### src/hw/rtl/hss_pkg.sv
`timescale 1ns / 1ps
// Shared types and constants for the half-step stepper controller.
// No dependencies.
package hss_pkg;

    // operating modes, encoded as reported on the result beat
    typedef enum logic [2:0] {
        M_IDLE     = 3'd0,
        M_FWD      = 3'd1,
        M_REV      = 3'd2,
        M_SYNCWAIT = 3'd3,
        M_SEEK     = 3'd4,
        M_FINDMIN  = 3'd5,
        M_FINDMAX  = 3'd6,
        M_DDA      = 3'd7
    } mode_t;

    // command codes on the input channel
    localparam logic [3:0] CMD_TICK      = 4'd0;
    localparam logic [3:0] CMD_SYNC      = 4'd1;
    localparam logic [3:0] CMD_RUN_FWD   = 4'd2;
    localparam logic [3:0] CMD_RUN_REV   = 4'd3;
    localparam logic [3:0] CMD_LOAD_POS  = 4'd4;
    localparam logic [3:0] CMD_SEEK      = 4'd5;
    localparam logic [3:0] CMD_RELEASE   = 4'd6;
    localparam logic [3:0] CMD_CALIBRATE = 4'd7;
    localparam logic [3:0] CMD_DDA       = 4'd8;

    // sync strobe actions
    localparam logic [1:0] SYNC_OFF        = 2'd0;
    localparam logic [1:0] SYNC_START_SEEK = 2'd1;
    localparam logic [1:0] SYNC_STEP_FWD   = 2'd2;
    localparam logic [1:0] SYNC_STEP_BACK  = 2'd3;

    // configuration register indexes
    localparam int          CFG_INDEX_BITS  = 2;
    localparam int          CFG_DATA_BITS   = 8;
    localparam logic [1:0]  CFG_NOTIFY_ADDR = 2'd0;
    localparam logic [1:0]  CFG_SYNC_MODE   = 2'd1;

    localparam logic [7:0]  NO_NOTIFY       = 8'd255;

    localparam logic        KIND_SEEK       = 1'b0;
    localparam logic        KIND_CALIB      = 1'b1;

    // one result beat
    typedef struct packed {
        logic [3:0]         coil_drive;
        logic signed [15:0] position;
        logic signed [15:0] range_max;
        logic [7:0]         run_rate;
        mode_t              mode;
        logic               sync_pulse;
        logic               notify_valid;
        logic               notify_kind;
    } result_t;

    // half-step coil sequence
    function automatic logic [3:0] phase_pattern(input logic [2:0] phase);
        logic [3:0] pat;
        unique case (phase)
            3'd0: pat = 4'b0001;
            3'd1: pat = 4'b0011;
            3'd2: pat = 4'b0010;
            3'd3: pat = 4'b0110;
            3'd4: pat = 4'b0100;
            3'd5: pat = 4'b1100;
            3'd6: pat = 4'b1000;
            3'd7: pat = 4'b1001;
            default: pat = 4'b0000;
        endcase
        return pat;
    endfunction

endpackage

### src/hw/rtl/half_step_stepper_controller.sv
`timescale 1ns / 1ps
// Half-step stepper controller: command decode, step state and result buffering.
// Depends on hss_pkg.
//
// Usage:
//   Input channel (s_*): one beat per event - step tick, sync strobe or command,
//   with the limit-switch levels sampled alongside. Result channel (m_*): exactly
//   one beat per input beat, showing coils, position, range, rate, mode and the
//   sync / notify flags after that event.
//   Configuration: cfg_wr_en with cfg_index / cfg_wdata writes notify address (0)
//   or sync mode (1); other indexes are ignored. Write only while idle.
//   Result: each event's result is registered into the result register, or into
//   the skid entry while the result register is held. Throughput: one beat per
//   cycle while the receiver keeps up; the whole state update is a single compare /
//   increment / add pass between the state registers and the result register.
//   Stall: a result register plus one skid entry; with the receiver stalled the
//   block takes one more beat, then drops s_ready until the output drains.
//   Reset: synchronous, active low. Coils off, position, range and DDA state zero,
//   mode idle, rate zero, notify address 255 (disabled), sync mode none,
//   no result pending.
module half_step_stepper_controller #(
    parameter int POSITION_BITS = 16
) (
    input  logic                                 aclk,
    input  logic                                 aresetn,

    input  logic                                 cfg_wr_en,
    input  logic [hss_pkg::CFG_INDEX_BITS-1:0]   cfg_index,
    input  logic [hss_pkg::CFG_DATA_BITS-1:0]    cfg_wdata,

    input  logic                                 s_valid,
    output logic                                 s_ready,
    input  logic [3:0]                           s_cmd,
    input  logic [7:0]                           s_rate_value,
    input  logic signed [15:0]                   s_target_position,
    input  logic signed [15:0]                   s_load_value,
    input  logic signed [15:0]                   s_minor_delta,
    input  logic                                 s_min_switch_n,
    input  logic                                 s_max_switch_n,

    output logic                                 m_valid,
    input  logic                                 m_ready,
    output logic [3:0]                           m_coil_drive,
    output logic signed [15:0]                   m_position,
    output logic signed [15:0]                   m_range_max,
    output logic [7:0]                           m_run_rate,
    output logic [2:0]                           m_mode,
    output logic                                 m_sync_pulse,
    output logic                                 m_notify_valid,
    output logic                                 m_notify_kind
);

    localparam int PB = POSITION_BITS;
    localparam int EB = POSITION_BITS + 2;   // DDA error accumulator
    localparam int MB = POSITION_BITS + 1;   // DDA major delta

    // configuration
    logic [7:0] notify_addr_reg;
    logic [1:0] sync_mode_reg;

    // step state
    logic [2:0]           phase_reg,    phase_next;
    logic [3:0]           pattern_reg,  pattern_next;
    logic signed [PB-1:0] position_reg, position_next;
    logic signed [PB-1:0] target_reg,   target_next;
    logic signed [PB-1:0] max_found_reg, max_found_next;
    hss_pkg::mode_t       mode_reg,     mode_next;
    logic [7:0]           rate_reg,     rate_next;
    logic signed [EB-1:0] err_reg,      err_next;
    logic [MB-1:0]        major_reg,    major_next;
    logic signed [15:0]   minor_reg,    minor_next;

    // result buffering
    logic             out_valid_reg, skid_valid_reg;
    hss_pkg::result_t out_reg, skid_reg, res;

    logic accept, out_free;

    // datapath helpers
    logic signed [31:0]   tgt_ext, ld_ext, pos_out_ext, max_out_ext;
    logic signed [PB-1:0] tgt_w, ld_w;
    logic signed [PB:0]   diff;
    logic signed [33:0]   err_sum;
    logic signed [EB-1:0] err_a, err_b;
    logic signed [EB+1:0] err_dbl, major_ext;
    logic                 pos_lt, pos_gt, dda_over;
    logic                 do_fwd, do_back, pulse, notify, kind;
    logic [2:0]           phase_fwd, phase_back;

    assign accept   = s_valid && s_ready;
    assign out_free = !out_valid_reg || m_ready;
    assign s_ready  = !skid_valid_reg;

    // fit 16-bit fields to the position width
    assign tgt_ext = 32'(s_target_position);
    assign ld_ext  = 32'(s_load_value);
    assign tgt_w   = tgt_ext[PB-1:0];
    assign ld_w    = ld_ext[PB-1:0];

    assign pos_lt = position_reg < target_reg;
    assign pos_gt = position_reg > target_reg;

    assign diff = (PB+1)'(tgt_w) - (PB+1)'(position_reg);

    // Bresenham error update
    assign err_sum   = 34'(err_reg) + 34'(minor_reg);
    assign err_a     = err_sum[EB-1:0];
    assign err_dbl   = {err_a[EB-1], err_a, 1'b0};
    assign major_ext = {3'b000, major_reg};
    assign dda_over  = err_dbl > major_ext;
    assign err_b     = err_a - $signed({1'b0, major_reg});

    assign phase_fwd  = phase_reg + 3'd1;
    assign phase_back = phase_reg - 3'd1;

    always_comb begin
        phase_next     = phase_reg;
        pattern_next   = pattern_reg;
        position_next  = position_reg;
        target_next    = target_reg;
        max_found_next = max_found_reg;
        mode_next      = mode_reg;
        rate_next      = rate_reg;
        err_next       = err_reg;
        major_next     = major_reg;
        minor_next     = minor_reg;
        do_fwd         = 1'b0;
        do_back        = 1'b0;
        pulse          = 1'b0;
        notify         = 1'b0;
        kind           = hss_pkg::KIND_SEEK;

        unique case (s_cmd)
            hss_pkg::CMD_TICK: begin
                if (rate_reg != 8'd0) begin
                    unique case (mode_reg)
                        hss_pkg::M_IDLE: rate_next = 8'd0;
                        hss_pkg::M_FWD:  do_fwd = 1'b1;
                        hss_pkg::M_REV:  do_back = 1'b1;
                        hss_pkg::M_SEEK: begin
                            if (pos_lt) begin
                                do_fwd = 1'b1;
                            end else if (pos_gt) begin
                                do_back = 1'b1;
                            end else begin
                                rate_next = 8'd0;
                                notify    = 1'b1;
                            end
                        end
                        hss_pkg::M_FINDMIN: begin
                            if (!s_min_switch_n) begin
                                position_next = '0;
                                mode_next     = hss_pkg::M_FINDMAX;
                            end else begin
                                do_back = 1'b1;
                            end
                        end
                        hss_pkg::M_FINDMAX: begin
                            if (!s_max_switch_n) begin
                                max_found_next = position_reg;
                                mode_next      = hss_pkg::M_IDLE;
                                notify         = 1'b1;
                                kind           = hss_pkg::KIND_CALIB;
                            end else begin
                                do_fwd = 1'b1;
                            end
                        end
                        hss_pkg::M_DDA: begin
                            if (!pos_lt && !pos_gt) begin
                                mode_next = hss_pkg::M_IDLE;
                                rate_next = 8'd0;
                            end else begin
                                do_fwd  = pos_lt;
                                do_back = pos_gt;
                                pulse   = dda_over;
                                err_next = dda_over ? err_b : err_a;
                            end
                        end
                        default: ;  // syncwait: ticks ignored
                    endcase
                end
            end
            hss_pkg::CMD_SYNC: begin
                unique case (sync_mode_reg)
                    hss_pkg::SYNC_START_SEEK: begin
                        if (mode_reg == hss_pkg::M_SYNCWAIT) begin
                            mode_next = hss_pkg::M_SEEK;
                        end
                    end
                    hss_pkg::SYNC_STEP_FWD:  do_fwd = 1'b1;
                    hss_pkg::SYNC_STEP_BACK: do_back = 1'b1;
                    default: ;
                endcase
            end
            hss_pkg::CMD_RUN_FWD: begin
                mode_next = hss_pkg::M_FWD;
                rate_next = s_rate_value;
            end
            hss_pkg::CMD_RUN_REV: begin
                mode_next = hss_pkg::M_REV;
                rate_next = s_rate_value;
            end
            hss_pkg::CMD_LOAD_POS: position_next = ld_w;
            hss_pkg::CMD_SEEK: begin
                target_next = tgt_w;
                mode_next   = (sync_mode_reg == hss_pkg::SYNC_START_SEEK) ?
                              hss_pkg::M_SYNCWAIT : hss_pkg::M_SEEK;
                rate_next   = s_rate_value;
            end
            hss_pkg::CMD_RELEASE: begin
                pattern_next = 4'b0000;
                mode_next    = hss_pkg::M_IDLE;
            end
            hss_pkg::CMD_CALIBRATE: begin
                mode_next = hss_pkg::M_FINDMIN;
                rate_next = s_rate_value;
            end
            hss_pkg::CMD_DDA: begin
                target_next = tgt_w;
                minor_next  = s_minor_delta;
                err_next    = '0;
                major_next  = MB'(diff[PB] ? -diff : diff);
                mode_next   = hss_pkg::M_DDA;
                rate_next   = s_rate_value;
            end
            default: ;
        endcase

        if (do_fwd) begin
            position_next = position_reg + PB'(1);
            phase_next    = phase_fwd;
            pattern_next  = hss_pkg::phase_pattern(phase_fwd);
        end else if (do_back) begin
            position_next = position_reg - PB'(1);
            phase_next    = phase_back;
            pattern_next  = hss_pkg::phase_pattern(phase_back);
        end

        if (notify_addr_reg == hss_pkg::NO_NOTIFY) begin
            notify = 1'b0;
        end
    end

    assign pos_out_ext = 32'(position_next);
    assign max_out_ext = 32'(max_found_next);

    always_comb begin
        res.coil_drive   = pattern_next;
        res.position     = pos_out_ext[15:0];
        res.range_max    = max_out_ext[15:0];
        res.run_rate     = rate_next;
        res.mode         = mode_next;
        res.sync_pulse   = pulse;
        res.notify_valid = notify;
        res.notify_kind  = notify ? kind : hss_pkg::KIND_SEEK;
    end

    always_ff @(posedge aclk) begin
        if (!aresetn) begin
            notify_addr_reg <= hss_pkg::NO_NOTIFY;
            sync_mode_reg   <= hss_pkg::SYNC_OFF;
        end else if (cfg_wr_en) begin
            if (cfg_index == hss_pkg::CFG_NOTIFY_ADDR) begin
                notify_addr_reg <= cfg_wdata;
            end else if (cfg_index == hss_pkg::CFG_SYNC_MODE) begin
                sync_mode_reg <= cfg_wdata[1:0];
            end
        end
    end

    always_ff @(posedge aclk) begin
        if (!aresetn) begin
            phase_reg     <= '0;
            pattern_reg   <= '0;
            position_reg  <= '0;
            target_reg    <= '0;
            max_found_reg <= '0;
            mode_reg      <= hss_pkg::M_IDLE;
            rate_reg      <= '0;
            err_reg       <= '0;
            major_reg     <= '0;
            minor_reg     <= '0;
        end else if (accept) begin
            phase_reg     <= phase_next;
            pattern_reg   <= pattern_next;
            position_reg  <= position_next;
            target_reg    <= target_next;
            max_found_reg <= max_found_next;
            mode_reg      <= mode_next;
            rate_reg      <= rate_next;
            err_reg       <= err_next;
            major_reg     <= major_next;
            minor_reg     <= minor_next;
        end
    end

    // result register with one skid entry behind it
    always_ff @(posedge aclk) begin
        if (!aresetn) begin
            out_valid_reg  <= 1'b0;
            skid_valid_reg <= 1'b0;
        end else begin
            if (out_free) begin
                if (skid_valid_reg) begin
                    out_valid_reg  <= 1'b1;
                    skid_valid_reg <= 1'b0;
                end else begin
                    out_valid_reg <= accept;
                end
            end else if (accept) begin
                skid_valid_reg <= 1'b1;
            end
        end
    end

    always_ff @(posedge aclk) begin
        if (out_free) begin
            out_reg <= skid_valid_reg ? skid_reg : res;
        end
        if (accept && !out_free) begin
            skid_reg <= res;
        end
    end

    assign m_valid        = out_valid_reg;
    assign m_coil_drive   = out_reg.coil_drive;
    assign m_position     = out_reg.position;
    assign m_range_max    = out_reg.range_max;
    assign m_run_rate     = out_reg.run_rate;
    assign m_mode         = out_reg.mode;
    assign m_sync_pulse   = out_reg.sync_pulse;
    assign m_notify_valid = out_reg.notify_valid;
    assign m_notify_kind  = out_reg.notify_kind;

    // skid entry only fills behind a held result
    a_skid_behind_out: assert property (@(posedge aclk) disable iff (!aresetn)
        skid_valid_reg |-> out_valid_reg)
        else $error("skid entry valid without result beat");

    // minor-axis strobe only while a DDA move keeps going
    a_pulse_in_dda: assert property (@(posedge aclk) disable iff (!aresetn)
        (m_valid && m_sync_pulse) |-> (m_mode == hss_pkg::M_DDA))
        else $error("sync pulse outside DDA mode");

    // calibration notice leaves the block idle
    a_calib_idle: assert property (@(posedge aclk) disable iff (!aresetn)
        (m_valid && m_notify_valid && m_notify_kind) |-> (m_mode == hss_pkg::M_IDLE))
        else $error("calibration notice with block not idle");

    // seek arrival notice stops the timer and stays in seek
    a_seek_stop: assert property (@(posedge aclk) disable iff (!aresetn)
        (m_valid && m_notify_valid && !m_notify_kind) |->
        (m_mode == hss_pkg::M_SEEK && m_run_rate == 8'd0))
        else $error("seek notice with timer running");

    // a stalled beat leaves the state untouched
    a_no_accept_hold: assert property (@(posedge aclk) disable iff (!aresetn)
        (skid_valid_reg && $past(skid_valid_reg)) |-> $stable(position_reg))
        else $error("position changed while input stalled");

endmodule

### config.mk
export PLATFORM = sky130hd
export DESIGN_NAME = half_step_stepper_controller
export DESIGN_NICKNAME = d
export VERILOG_FILES = /design/src/hw/rtl/hss_pkg.sv /design/src/hw/rtl/half_step_stepper_controller.sv
export SDC_FILE = /design/constraint.sdc
export NUM_CORES = 1
export LEC_CHECK = 0
export BUFFER_PORTS_ARGS = -buffer_cell sky130_fd_sc_hd__buf_2
export CORE_ASPECT_RATIO = 0.7
export CORE_MARGIN = 10
export CORE_UTILIZATION = 29
export DETAILED_ROUTE_END_ITERATION = 10
export HOLD_SLACK_MARGIN = 0.12
export PLACE_DENSITY = 0.51
export SKIP_CTS_REPAIR_TIMING = 1
export SLEW_MARGIN = 20
export SYNTH_ARGS = -nofsm -noshare
export SYNTH_HDL_FRONTEND = slang
export SYNTH_SLANG_ARGS = --single-unit
### constraint.sdc
create_clock -name aclk -period 5.5 [get_ports aclk]
set_input_delay 0.55 -clock aclk [delete_from_list [all_inputs] [get_ports aclk]]
set_output_delay 0.55 -clock aclk [all_outputs]
set_load 0.1 [all_outputs]
=== After elaboration in Yosys (flattened, before gate mapping) ===
Memories as Yosys holds them, arrays and structs flattened.
Cells that the tools add are included.

* Register bits: 229
* ROM bits: 64
* Input port bits: 77
* Memories: 2

{| class="wikitable"
|+ Memories
! memory !! words !! bits a word !! read ports !! clocked after Yosys merged registers in !! write ports !! RTL line !! RTL
|-
| (no name shown) || 8 || 4 || 1 || 0 || 0 || hss_pkg.sv:61 || <nowiki>unique case (phase)</nowiki>
|-
| (no name shown) || 8 || 4 || 1 || 0 || 0 || hss_pkg.sv:61 ||
|}

* $add $sub $neg: 8
* Order comparisons: 3
* Eq/ne operators: 23
* Mux-type cells: 68
* Bitwise logic cells: 2
* Reduce and logical (&&, ||, !) cells: 24

{| class="wikitable"
|+ Operator list
! operator !! number
|-
| 2-to-1 mux 16 bit || 9
|-
| 2-to-1 mux 18 bit || 4
|-
| 2-to-1 mux 50 bit || 1
|-
| case mux 18 bit (2 select lines) || 1
|-
| 2-to-1 mux 8 bit || 4
|-
| case mux 16 bit (2 select lines) || 1
|-
| 2-to-1 mux 3 bit || 9
|-
| 2-to-1 mux 1 bit || 26
|-
| case mux 3 bit (8 select lines) || 1
|-
| case mux 8 bit (3 select lines) || 1
|-
| greater-than comparator 19 x 18 -> 1 bit || 1
|-
| adder 18 x 16 -> 18 bit || 1
|-
| subtractor 18 bit || 1
|-
| 2-to-1 mux 17 bit || 1
|-
| negation 17 bit || 1
|-
| subtractor 16 x 16 -> 17 bit || 1
|-
| adder 16 x 2 -> 16 bit, second input constant || 1
|-
| equality test 4 x 3 -> 1 bit, second input constant || 4
|-
| greater-than comparator 16 bit || 1
|-
| < comparator 16 bit || 1
|-
| case mux 8 bit (2 select lines) || 1
|-
| subtractor 16 x 2 -> 16 bit, second input constant || 1
|-
| equality test 3 bit, second input constant || 4
|-
| 2-to-1 mux 4 bit || 3
|-
| 28 further kinds || 49
|}

=== Depth between registers and ports, before layout ===
* Depth after elaboration: 10
* Gate-level depth with buffers: 20
* Mapped depth without buffers: 18

=== Worst setup path before layout ===
No wires, ideal clock.

* Path kind: register -> register
* Start: register out_valid_reg, in the netlist m_valid
* End: register skid_reg[0] (netlist bit), enable pin
* Setup time: 458 ps
* Data arrival time: 4653 ps
* Data required time: 5042 ps
* Slack: 389 ps
* Cell stages (with the launch flop): 3
* Period minus slack after synthesis: 5111 ps
* Cell sequence: dfxtp_1 -> nand2b_1 -> nor2_1

* Cells in the longest elaborated chain, start to end: 4

{| class="wikitable"
|+ Ends and longest elaborated chain
! what !! RTL line !! RTL
|-
| start: declaration || half_step_stepper_controller.sv:74 || <nowiki>logic out_valid_reg, skid_valid_reg;</nowiki>
|-
| start signal: assignment || half_step_stepper_controller.sv:308 || <nowiki>out_valid_reg <= accept;</nowiki>
|-
| logical NOT 1 bit || half_step_stepper_controller.sv:91 || <nowiki>assign out_free = !out_valid_reg || m_ready;</nowiki>
|-
| logical OR 1 bit || half_step_stepper_controller.sv:91 ||
|-
| named net out_free || half_step_stepper_controller.sv:77 || <nowiki>logic accept, out_free;</nowiki>
|-
| logical NOT 1 bit || half_step_stepper_controller.sv:320 || <nowiki>if (accept && !out_free) begin</nowiki>
|-
| logical AND 1 bit || half_step_stepper_controller.sv:320 ||
|-
| end signal: assignment || half_step_stepper_controller.sv:321 || <nowiki>skid_reg <= res;</nowiki>
|-
| end: declaration || half_step_stepper_controller.sv:75 || <nowiki>hss_pkg::result_t out_reg, skid_reg, res;</nowiki>
|}

The timed path passes the listed nets, and every way through them passes these cells.
A chain may end at the register's enable or synchronous reset.

=== Final worst setup path ===
* Start: register err_reg[1]
* End: register out_reg (netlist bit m_sync_pulse), data pin

* Cells in the longest elaborated chain, start to end: 7

{| class="wikitable"
|+ Ends and longest elaborated chain
! what !! RTL line !! RTL
|-
| start: declaration || half_step_stepper_controller.sv:69 || <nowiki>logic signed [EB-1:0] err_reg, err_next;</nowiki>
|-
| start signal: assignment || half_step_stepper_controller.sv:291 || <nowiki>err_reg <= err_next;</nowiki>
|-
| adder 18 x 16 -> 18 bit || half_step_stepper_controller.sv:106 || <nowiki>assign err_sum = 34'(err_reg) + 34'(minor_reg);</nowiki>
|-
| greater-than comparator 19 x 18 -> 1 bit || half_step_stepper_controller.sv:110 || <nowiki>assign dda_over = err_dbl > major_ext;</nowiki>
|-
| 2-to-1 mux 1 bit || half_step_stepper_controller.sv:169 || <nowiki>if (!pos_lt && !pos_gt) begin</nowiki>
|-
| 2-to-1 mux 1 bit || half_step_stepper_controller.sv:136 || <nowiki>unique case (mode_reg)</nowiki>
|-
| 2-to-1 mux 1 bit || half_step_stepper_controller.sv:135 || <nowiki>if (rate_reg != 8'd0) begin</nowiki>
|-
| 2-to-1 mux 1 bit || half_step_stepper_controller.sv:133 || <nowiki>unique case (s_cmd)</nowiki>
|-
| named net pulse || half_step_stepper_controller.sv:87 || <nowiki>logic do_fwd, do_back, pulse, notify, kind;</nowiki>
|-
| 2-to-1 mux 50 bit || half_step_stepper_controller.sv:318 || <nowiki>out_reg <= skid_valid_reg ? skid_reg : res;</nowiki>
|-
| end signal: assignment || half_step_stepper_controller.sv:318 ||
|-
| end: declaration || half_step_stepper_controller.sv:75 ||
|}

The timed path passes the listed nets, and every way through them passes these cells.

==> flow_metrics.py <==
metrics = {
    "clock_network": {
        "path_clk_slew_ps": 60,
        "clock_tree.root_cell": "clkbuf_16",
        "cts_buffers": 26,
        "htreeDepth": 1,
        "insertion_delay_ps": 550,
        "cts_tree": "done",
        "clk_path_buf_depth": 3,
        "numClockSinks": 229,
    },
    "final_layout": {
        "largest_reg_flops": 50,
        "synthToLayoutAreaGrowth_pct": 15.12,
        "finalNetCount": 1805,
        "final_util": 0.3392,
        "drive_gt1_frac": 0.1741,
    },
    "logic_synthesis": {
        "ys.flop_type": "dfxtp_1",
        "synth.top_cell.area_share": 0.2122,
        "yosys_warnings": 0,
        "yosysSeqAreaShare": 0.3947,
        "synth_edf_count": 100,
        "ys_seq_elements": 229,
        "netlist_instances": 1535,
        "ys_async_sr_fraction": 0,
        "syn_area_sq_um": 14150,
        "synth_cell_types": 98,
        "syn_avg_cell_area_sq_um": 9.220,
        "synth_top_cell_by_area": "edfxtp_1",
        "synth_nets": 1706,
        "ys_top_cells_by_area": "edfxtp_1 (21%), dfxtp_1 (18%), ha_1 (8.0%), nand2_1 (4.2%), mux2_2 (4.1%)",
    },
    "global_routing": {
        "antenna_found_initial": 6,
        "grt_max_degree": 56,
        "grt_pass1_wl_microns": 65870,
        "grt_overflow": 0,
        "grt_pass1_vias": 11310,
        "grt_usage": 0.1392,
    },
    "timing": {
        "finalSetupTns_ps": 0,
        "max_clock_freq_ghz": 0.2072,
        "slew_violations": 0,
        "rsz0062_at_grt": "false",
        "hold_viol_final": 0,
        "fin_crit_sh": 0.8773,
        "finalSetupViolations": 0,
        "finalCriticalPeriod_ps": 4825,
        "finClkSkew_ps": 12.26,
        "worst_pin_slew_ps": 986.0,
        "max_slew_margin": 0.3411,
    },
    "critical_path": {
        "r2r_slack_ps": 670,
        "cp_slowest_cell": "a2111oi_0",
        "cp-end-kind": "flop",
        "critPathMaxFanout": 10,
        "cpLargestDelayFamily": "compound AO/OA/AOI/OAI gates",
        "crit_chain": "ha_1, a21o_1, a21oi_1, or3_1, nand3_1, a2111oi_0, nor3_1, xor2_1, ha_1, a21o_1, a21o_1, a21oi_1, o21ai_0, o31ai_1, a21oi_2, buf_4, and2_1, mux2_2",
        "startpoint_type": "flop",
        "cp.arrival_ps": 5120,
        "crit_type": "flop to flop",
        "cpMostUsedCell": "a21o_1",
        "crit_path_max_incr_delay_ps": 480,
        "worst-path-buf-inv": 1,
        "required_ps": 5800,
    },
    "power": {
        "power.leakage_nw": 6.569,
        "pwr-share-comb": 0.217,
        "p_sw_frac": 0.3203,
        "ir_worst_vdd_mv": 0.2021,
        "p_sw_mw": 1.537,
        "p_clk_frac": 0.386,
        "p_int_mw": 3.262,
        "power_frac_seq": 0.397,
        "powerDensity_nw_per_um2": 294.5,
    },
    "worst_hold_path": {
        "hold_path.class": "input pin to flop",
    },
    "floorplan": {
        "rows": 67,
        "die-area_sq_um": 58180,
        "die_w_microns": 284.0,
        "start_util": 0.2946,
        "ios": 129,
        "die-height_microns": 204.8,
        "core-area_sq_um": 48030,
    },
    "drt": {
        "postRouteWirelength_microns": 41720,
        "ant_nets": 0,
        "first_pass_iters": 5,
        "via_per_inst": 5.123,
        "drc": 0,
        "via_count": 11840,
        "wire_per_inst_microns": 18.05,
        "drt_iter0_markers": 987,
    },
    "placed_design": {
        "port_buffers": 128,
        "dp_hpwl_microns": 31300,
        "gp_congestion": 0.8604,
    },
    "run_status": {
        "status": "complete, no violations",
    },
    "job": {
        "maxCapViolations": 0,
    },
}
-- layout make-up --
class / count / area, sq um
Timing Repair Buffer: 146 / 775.7
Multi-Input combinational cell: 1137 / 7849
Inverter: 94 / 354.1
Clock buffer: 31 / 690.7
Tap cell: 655 / 819.5
Clock inverter: 17 / 212.7
Sequential cell: 229 / 5585
Antenna cell: 2 / 5.005
Fill cell: 4943 / 31740
-- layout by cell type (no fill, tap or decap), types with 18 or more instances in the layout --
cell type	netlist	routed
a21oi_1	87	86
ha_1	91	91
mux2i_1	37	37
a21o_1	27	27
buf_2	7	128
dfxtp_1	129	129
edfxtp_1	100	100
mux2_2	51	51
nand2b_1	20	19
xnor2_1	49	49
o21ai_0	88	87
a211oi_1	21	21
clkbuf_16	0	27
nand2_1	160	160
buf_4	1	18
inv_1	93	93
nor2_1	130	129
nand3_1	42	42
nor3_1	49	48
-- synthesized netlist by cell type (8+ instances only) --
| library cell | instances |
|---|---|
| nor3b_1 | 8 |
| a21oi_1 | 87 |
| nand2b_1 | 20 |
| o221ai_1 | 8 |
| o32ai_1 | 8 |
| nor2b_1 | 13 |
| nand4_1 | 16 |
| ha_1 | 91 |
| dfxtp_1 | 129 |
| a31oi_1 | 9 |
| a221oi_1 | 8 |
| mux2i_1 | 37 |
| nand2_1 | 160 |
| o21a_1 | 13 |
| clkbuf_1 | 53 |
| nor3_1 | 49 |
| xnor2_1 | 49 |
| or3_1 | 16 |
| edfxtp_1 | 100 |
| a21o_1 | 27 |
| o21ai_0 | 88 |
| a211oi_1 | 21 |
| inv_1 | 93 |
| mux2_2 | 51 |
| nand3_1 | 42 |
| o31ai_1 | 10 |
| a22o_1 | 15 |
| and2_1 | 12 |
| xor2_1 | 13 |
| nor2_1 | 130 |
-- power groups by stage --
| stage | clock network (mW) | registers, mW | logic, mW |
|---|---|---|---|
| 2_1_floorplan | 0 | 2.21 | 0.523 |
| 3_3_place_gp | 0 | 1.94 | 1.03 |
| 3_5_place_dp | 0 | 1.94 | 1.03 |
| 4_1_cts | 1.91 | 1.91 | 1.04 |
| 5_1_grt | 1.96 | 1.91 | 1.12 |
| 6_report | 1.85 | 1.91 | 1.04 |
-- worst register-to-register path: stages (launching register included) --
cell,delay (ps)
dfxtp_1,330
ha_1,290
a21o_1,180
a21oi_1,290
or3_1,190
nand3_1,190
a2111oi_0,480
nor3_1,130
xor2_1,280
ha_1,310
a21o_1,160
a21o_1,160
a21oi_1,150
o21ai_0,100
o31ai_1,370
a21oi_2,280
buf_4,270
and2_1,160
mux2_2,260
-- stage by stage --
step | area (sq um) | hold slack, ps | cells | power, mW | worst slack [ps]
final | 16290 | 218.6 | 2311 | 4.798 | 674.7
after global placement | 15380 | 445.5 | 2261 | 2.970 | 869.9
after detailed placement | 15380 | 454.0 | 2261 | 2.976 | 777.5
after global routing | 16290 | 209.4 | 2309 | 5.001 | 410.2
after CTS | 16290 | 182.4 | 2309 | 4.857 | 726.7
after floorplan | 14150 | 431.5 | 1535 | 2.738 | 389.5
-- layer usage --
layer / global-route usage / routed length [microns]
met5: 0 / 39
met4: 0.02206 / 478
met3: 0.03332 / 3086
met2: 0.1974 / 16540
met1: 0.2108 / 21570
-- final timing paths --
check          startpoint                 end  cells past startpoint
max reg2reg    err_reg[1]        m_sync_pulse                     18
min reg2reg  major_reg[2]        major_reg[2]                      2
min          cfg_wdata[7]  notify_addr_reg[7]                      3
max            err_reg[1]        m_sync_pulse                     18
-- cells by family (layout without fill, tap and decap cells) --
group                      Yosys count  after routing  synth area share
and+or+nand+nor                    508            508            0.1732
AOI/OAI and AO/OA                  380            380            0.1834
other                                0              2                 0
xor gates and xnor gates            62             62           0.03837
DFF                                229            229            0.3947
adders and majority gates           96             96           0.08611
muxes                               91             91           0.07020
buffers and inverters              169            288           0.05410
No activity file was read; power rests on OpenSTA's default activity.
